File: src/thermistor_adc_to_celsius_assert.svh
// assertion macros for the thermistor converter
// expects i_clk and i_rst_n in the scope of use
`ifndef THERMISTOR_ADC_TO_CELSIUS_ASSERT_SVH
`define THERMISTOR_ADC_TO_CELSIUS_ASSERT_SVH

// same-cycle implication, disabled in reset
`define TAC_ASSERT_IMP(lbl, ante, cons, msg) \
    lbl: assert property (@(posedge i_clk) disable iff (!i_rst_n) (ante) |-> (cons)) \
        else $error(msg);

// next-cycle implication, disabled in reset
`define TAC_ASSERT_NXT(lbl, ante, cons, msg) \
    lbl: assert property (@(posedge i_clk) disable iff (!i_rst_n) (ante) |=> (cons)) \
        else $error(msg);

`endif

File: src/tac_div_cell.sv
// one restoring division step: shifts in one numerator bit, emits one quotient bit
// does not use tac_pkg, no imports needed
module tac_div_cell #(
    parameter int DW = 12,
    parameter int NW = 40,
    parameter int SW = 1
) (
    input  logic              i_clk,
    input  logic              i_rst_n,
    input  logic              i_en,
    input  logic              i_valid,
    input  logic [DW-1:0]     i_den,
    input  logic [DW+NW-1:0]  i_acc,
    input  logic [SW-1:0]     i_side,
    output logic              o_valid,
    output logic [DW-1:0]     o_den,
    output logic [DW+NW-1:0]  o_acc,
    output logic [SW-1:0]     o_side
);

    logic              r_valid;
    logic [DW-1:0]     r_den;
    logic [DW+NW-1:0]  r_acc;
    logic [SW-1:0]     r_side;
    logic [DW:0]       top;
    logic [DW:0]       diff;
    logic [DW+NW-1:0]  n_acc;

    always_comb begin
        top  = i_acc[DW+NW-1:NW-1];
        diff = top - {1'b0, i_den};
        if (top >= {1'b0, i_den}) begin
            n_acc = {diff[DW-1:0], i_acc[NW-2:0], 1'b1};
        end else begin
            n_acc = {top[DW-1:0], i_acc[NW-2:0], 1'b0};
        end
    end

    always_ff @(posedge i_clk) begin
        if (!i_rst_n) begin
            r_valid <= 1'b0;
        end else if (i_en) begin
            r_valid <= i_valid;
        end
    end

    always_ff @(posedge i_clk) begin
        if (i_en) begin
            r_den  <= i_den;
            r_acc  <= n_acc;
            r_side <= i_side;
        end
    end

    assign o_valid = r_valid;
    assign o_den   = r_den;
    assign o_acc   = r_acc;
    assign o_side  = r_side;

endmodule

File: src/tac_div_chain.sv
// row of NW division cells, one quotient bit per cell
// depends on tac_div_cell
module tac_div_chain #(
    parameter int DW = 12,
    parameter int NW = 40,
    parameter int SW = 1
) (
    input  logic              i_clk,
    input  logic              i_rst_n,
    input  logic              i_en,
    input  logic              i_valid,
    input  logic [DW-1:0]     i_den,
    input  logic [NW-1:0]     i_num,
    input  logic [SW-1:0]     i_side,
    output logic              o_valid,
    output logic [NW-1:0]     o_quo,
    output logic [SW-1:0]     o_side
);

    logic              vld  [0:NW];
    logic [DW-1:0]     den  [0:NW];
    logic [DW+NW-1:0]  acc  [0:NW];
    logic [SW-1:0]     side [0:NW];

    assign vld[0]  = i_valid;
    assign den[0]  = i_den;
    assign acc[0]  = {{DW{1'b0}}, i_num};
    assign side[0] = i_side;

    for (genvar k = 0; k < NW; k++) begin : g_cell
        tac_div_cell #(
            .DW (DW),
            .NW (NW),
            .SW (SW)
        ) u_cell (
            .i_clk   (i_clk),
            .i_rst_n (i_rst_n),
            .i_en    (i_en),
            .i_valid (vld[k]),
            .i_den   (den[k]),
            .i_acc   (acc[k]),
            .i_side  (side[k]),
            .o_valid (vld[k+1]),
            .o_den   (den[k+1]),
            .o_acc   (acc[k+1]),
            .o_side  (side[k+1])
        );
    end

    assign o_valid = vld[NW];
    assign o_quo   = acc[NW][NW-1:0];
    assign o_side  = side[NW];

endmodule

File: config.mk
export PLATFORM = sky130hd
export DESIGN_NAME = tac_div_chain
export DESIGN_NICKNAME = d
export VERILOG_FILES = /design/src/thermistor_adc_to_celsius_assert.svh /design/src/tac_div_cell.sv /design/src/tac_div_chain.sv
export SDC_FILE = /design/constraint.sdc
export NUM_CORES = 2
export LEC_CHECK = 0
export BUFFER_PORTS_ARGS = -buffer_cell sky130_fd_sc_hd__buf_2
export CORE_AREA = 2 2 506 508
export CTS_CLUSTER_SIZE = 30
export DETAILED_ROUTE_END_ITERATION = 6
export DIE_AREA = 0 0 508 510
export PLACE_DENSITY = 0.67
export RECOVER_POWER = 50
export SLEW_MARGIN = 0
export SYNTH_ARGS = -nofsm -noshare
export SYNTH_HDL_FRONTEND = slang
export SYNTH_HIERARCHICAL = 1
export SYNTH_SLANG_ARGS = --single-unit
File: constraint.sdc
create_clock -name i_clk -period 5.4 [get_ports i_clk]
set_clock_uncertainty 0.05 [all_clocks]
set_input_delay 1.08 -clock i_clk [delete_from_list [all_inputs] [get_ports i_clk]]
set_output_delay 1.08 -clock i_clk [all_outputs]
set_load 0.02 [all_outputs]
* After elaboration in Yosys (flattened, before gate mapping) *
Cells that the tools add are included.

operators by class
  $add $sub $neg = 39
  magnitude comparators = 40
  multiplexer cells = 40

operators by type and width
  cell              number
  $mux W52          38
  $ge A13 B12 Y1    39
  $sub A12 B12 Y12  38
  $mux W41          1
  $ge A1 B12 Y1     1
  $sub A1 B12 Y12   1
  $mux W1           1

storage, ports and cells
  bits in registers = 2,616
  input port bits = 57
  output and inout bits = 42
  logic and storage cells = 279

* Logic depth before layout (Yosys ltp) *
  depth after elaboration = 2
  gate-level depth with buffers = 9
  gate-level depth less buffers = 9

* By module *
The synthesis kept the hierarchy.

modules (own cells, without submodules)
  module                               instances  cells each  area each (sq um)  seq. area each (sq um)
  tac_div_cell (g_cell[0].u_cell ...)  39         176         2,844.0            1,971.9
  tac_div_cell (g_cell[28].u_cell)     1          176         2,827.7            1,971.9
  tac_div_chain                        1          1           3.8                0.0

* Least setup slack after synthesis *
No wires, ideal clock.

  path type = input to register
  start point = in i_den[1]
  end point = reg g_cell[0].u_cell.r_acc[44] (data pin)
  data arrival time = 3,088 ps
  data required time = 5,090 ps
  path slack = 2,002 ps
  cell stages on the path = 9
  cells stage by stage = inv_1 ha_1 nor2b_4 o31a_1 o31a_1 o311a_4 nor4_4 buf_8 mux2_4

between the ends
  cells in the longest elaborated chain, start to end = 1

ends and longest elaborated chain
  item                                                     RTL line                                source
  start: declaration                                       tac_div_chain.sv:12                     input logic [DW-1:0] i_den,
  $sub A1 B12 Y12 / $ge A1 B12 Y1 (equally long branches)  tac_div_cell.sv:31, tac_div_cell.sv:32
  end signal: assignment                                   tac_div_cell.sv:50                      r_acc <= n_acc;
  end: declaration                                         tac_div_cell.sv:23                      logic [DW+NW-1:0] r_acc;

Parallel ways exist; a longest one is shown, timed or not.
A chain may end at the register's enable or synchronous reset.

* Final worst setup path *
  start point = in i_en
  end point = reg g_cell[34].u_cell.r_acc[23], enable pin

RTL lines
  item                    RTL line             source
  start: declaration      tac_div_chain.sv:10  input logic i_en,
  end signal: assignment  tac_div_cell.sv:50
  end: declaration        tac_div_cell.sv:23

No word-level cell between the ends.

==> flow_summary.toml <==
[critical_path]
cp_top_family = "buffers and inverters"
worst_ep_required_time_ns = 5.75
r2r_cells = 8
worstPathArrival_ns = 4.26
cpPeakStageDelay_ns = 2.41
cpMaxStageDelayCell = "clkbuf_1"
start_kind = "primary input"
endpoint_kind = "register"
crit_buf_inv = 2
r2r_end = "g_cell[8].u_cell/o_acc[42]"
crit_chain = "buf_12 > clkbuf_1"
crit_fanout = 101
crit_type = "primary input to register"
r2r_slack_ns = 1.86
rr_startpoint = "g_cell[7].u_cell/o_den[1]"

[worst_hold_path]
holdCritStartpoint = "i_num[37]"
hold_end = "g_cell[0].u_cell/o_acc[38]"
hp-class = "primary input to register"
worstHoldPathCells = 1

[synth]
postSynthCellCount = 6956
avgSynthCellArea_um2 = 16.18
yosys_warnings = 6
synth_area_um2 = 112500

[floorplanning]
start_util_pct = 44.40
core_um2 = 253500
ios = 99
dieArea_um2 = 259100
row_count = 185
die_w_um = 508
die_h_um = 510

[run_status]
failed_checks = "DRC, capacitance limit, slew limit"
status = "finished, violations left"

[finish]
post-route-util_pct = 49.72
drive_gt1_share_pct = 14.57
final_cell_mix = "edfxtp_1 (2576), inv_1 (603), ha_1 (480), nor2_1 (350), nand3_1 (348)"
final_area_um2 = 126000
regArea_um2 = 78160
areaGrowthSynthToFinish_pct = 11.98
nFillCells = 20836
finalNetCount = 7918
final_common_cell = "edfxtp_1"
multi_input_area_um2 = 31460

[placement]
gp_congestion = 0.8711
dp.final_hpwl_mm = 117.3
dp_slack_ns = 1.763
port_buffers = 98
placedInstanceArea_um2 = 117200

[global_routing]
antenna_found_initial = 1
grt_max_degree = 142
grt_pass1_wl_mm = 293.1
grt_pass1_vias = 57605
grt_overflow_total = 0
grt_usage_pct = 13.75

[sta]
setup_slack_ns = 1.491
fmax_mhz = 255.8
relSlewSlack_pct = -122.5
setup_viol = 0
post-route-min-period_ns = 3.909
rsz0062_at_grt = "false"
worstMarginPinSlew_ns = 3.338
finalSetupTns_ns = 0
drv_slew = 394
hold_viol = 0
period_share_pct = 72.38

[routing]
dr_wl_met2_mm = 89.57
drc = 1
vias = 56715
totalWireLength_mm = 180.6
viasPerCell = 5.199
antenna_left = 0
drt_iter0_markers = 4024
wl_per_cell_um = 16.56
firstDrtPassIters = 7
top_layer = "met4"
met3_length_mm = 7.036
wl_met1_mm = 76.92

[clock_tree]
root_buffer = "clkbuf_16"
htree_levels = 5
clk_pin_slew_worst_paths_ns = 0.05
cts_buffer_depth = 4
ctsHoldBuffers = 0
numCtsBuffers = 296
cts_resized = 0
cts_setup_buffers = 0
cts.sinks = 2616
tritoncts = "built"
clock_latency_ns = 0.91

[power]
p_sw_share_pct = 28.91
power_w = 0.06923
p_per_area_nw_per_um2 = 549.3
leakage_nw = 46.71
p_int_w = 0.04921
clockPowerShare_pct = 27.1
pwr-share-comb_pct = 32.2
ir_drop_mv = 0.3699
p_seq_share_pct = 40.7
switchingPower_w = 0.02002

[job]
maxCapViolCount = 6
[flip-flops by register name, summed over array words and instances, names as in the netlist]
register               flops
g_cell.u_cell/o_den      468
g_cell.u_cell/o_side      40
g_cell.u_cell/o_valid     40
g_cell.u_cell/o_acc     2068
[per-layer routing]
layer  up-vias  global-route usage [%]
li1      27222                       -
met1     27736                   17.15
met2      1251                   23.61
met3       506                   2.314
met4         0                   5.962
met5         -                       0
[worst max path at each step]
| stage | start | depth (start not counted) | endpoint | slack [ns] |
|---|---|---|---|---|
| global placement | i_den[1] | 10 | g_cell[0].u_cell/o_acc[42] | 1.74 |
| floorplan | i_den[1] | 9 | g_cell[0].u_cell/o_acc[44] | 2.00 |
| CTS | g_cell[7].u_cell/o_den[1] | 8 | g_cell[8].u_cell/o_acc[51] | 1.84 |
| detailed placement | i_den[1] | 10 | g_cell[0].u_cell/o_acc[42] | 1.76 |
| global route | i_en | 2 | g_cell[33].u_cell/o_acc[22] | 1.21 |
| finish | i_en | 2 | g_cell[34].u_cell/o_acc[23] | 1.49 |
[metrics by stage]
step	hold slack (ns)	cells
6_report	0.2890	10909
5_1_grt	0.2237	10909
4_1_cts	0.1972	10908
3_5_place_dp	0.3545	10410
3_3_place_gp	0.3502	10410
2_1_floorplan	0.3503	6978
[power by group through the flow]
stage / combinational [W] / sequential, W / clock, W
finish: 0.0223 / 0.0282 / 0.0188
global route: 0.0244 / 0.0285 / 0.0202
CTS: 0.0222 / 0.0282 / 0.0195
detailed placement: 0.0220 / 0.0286 / 0
global placement: 0.0212 / 0.0286 / 0
floorplan: 0.0186 / 0.0278 / 0
[layout make-up]
type,count,area share [%]
Clock inverter,147,1.081
Clock buffer,351,6.066
Multi-Input combinational cell,3680,24.96
Timing Repair Buffer,145,0.7396
Inverter,603,1.796
Tap cell,3366,3.342
Sequential cell,2616,62.01
Antenna cell,1,0.001986
Note: power is estimated with default switching activity, not from simulation.
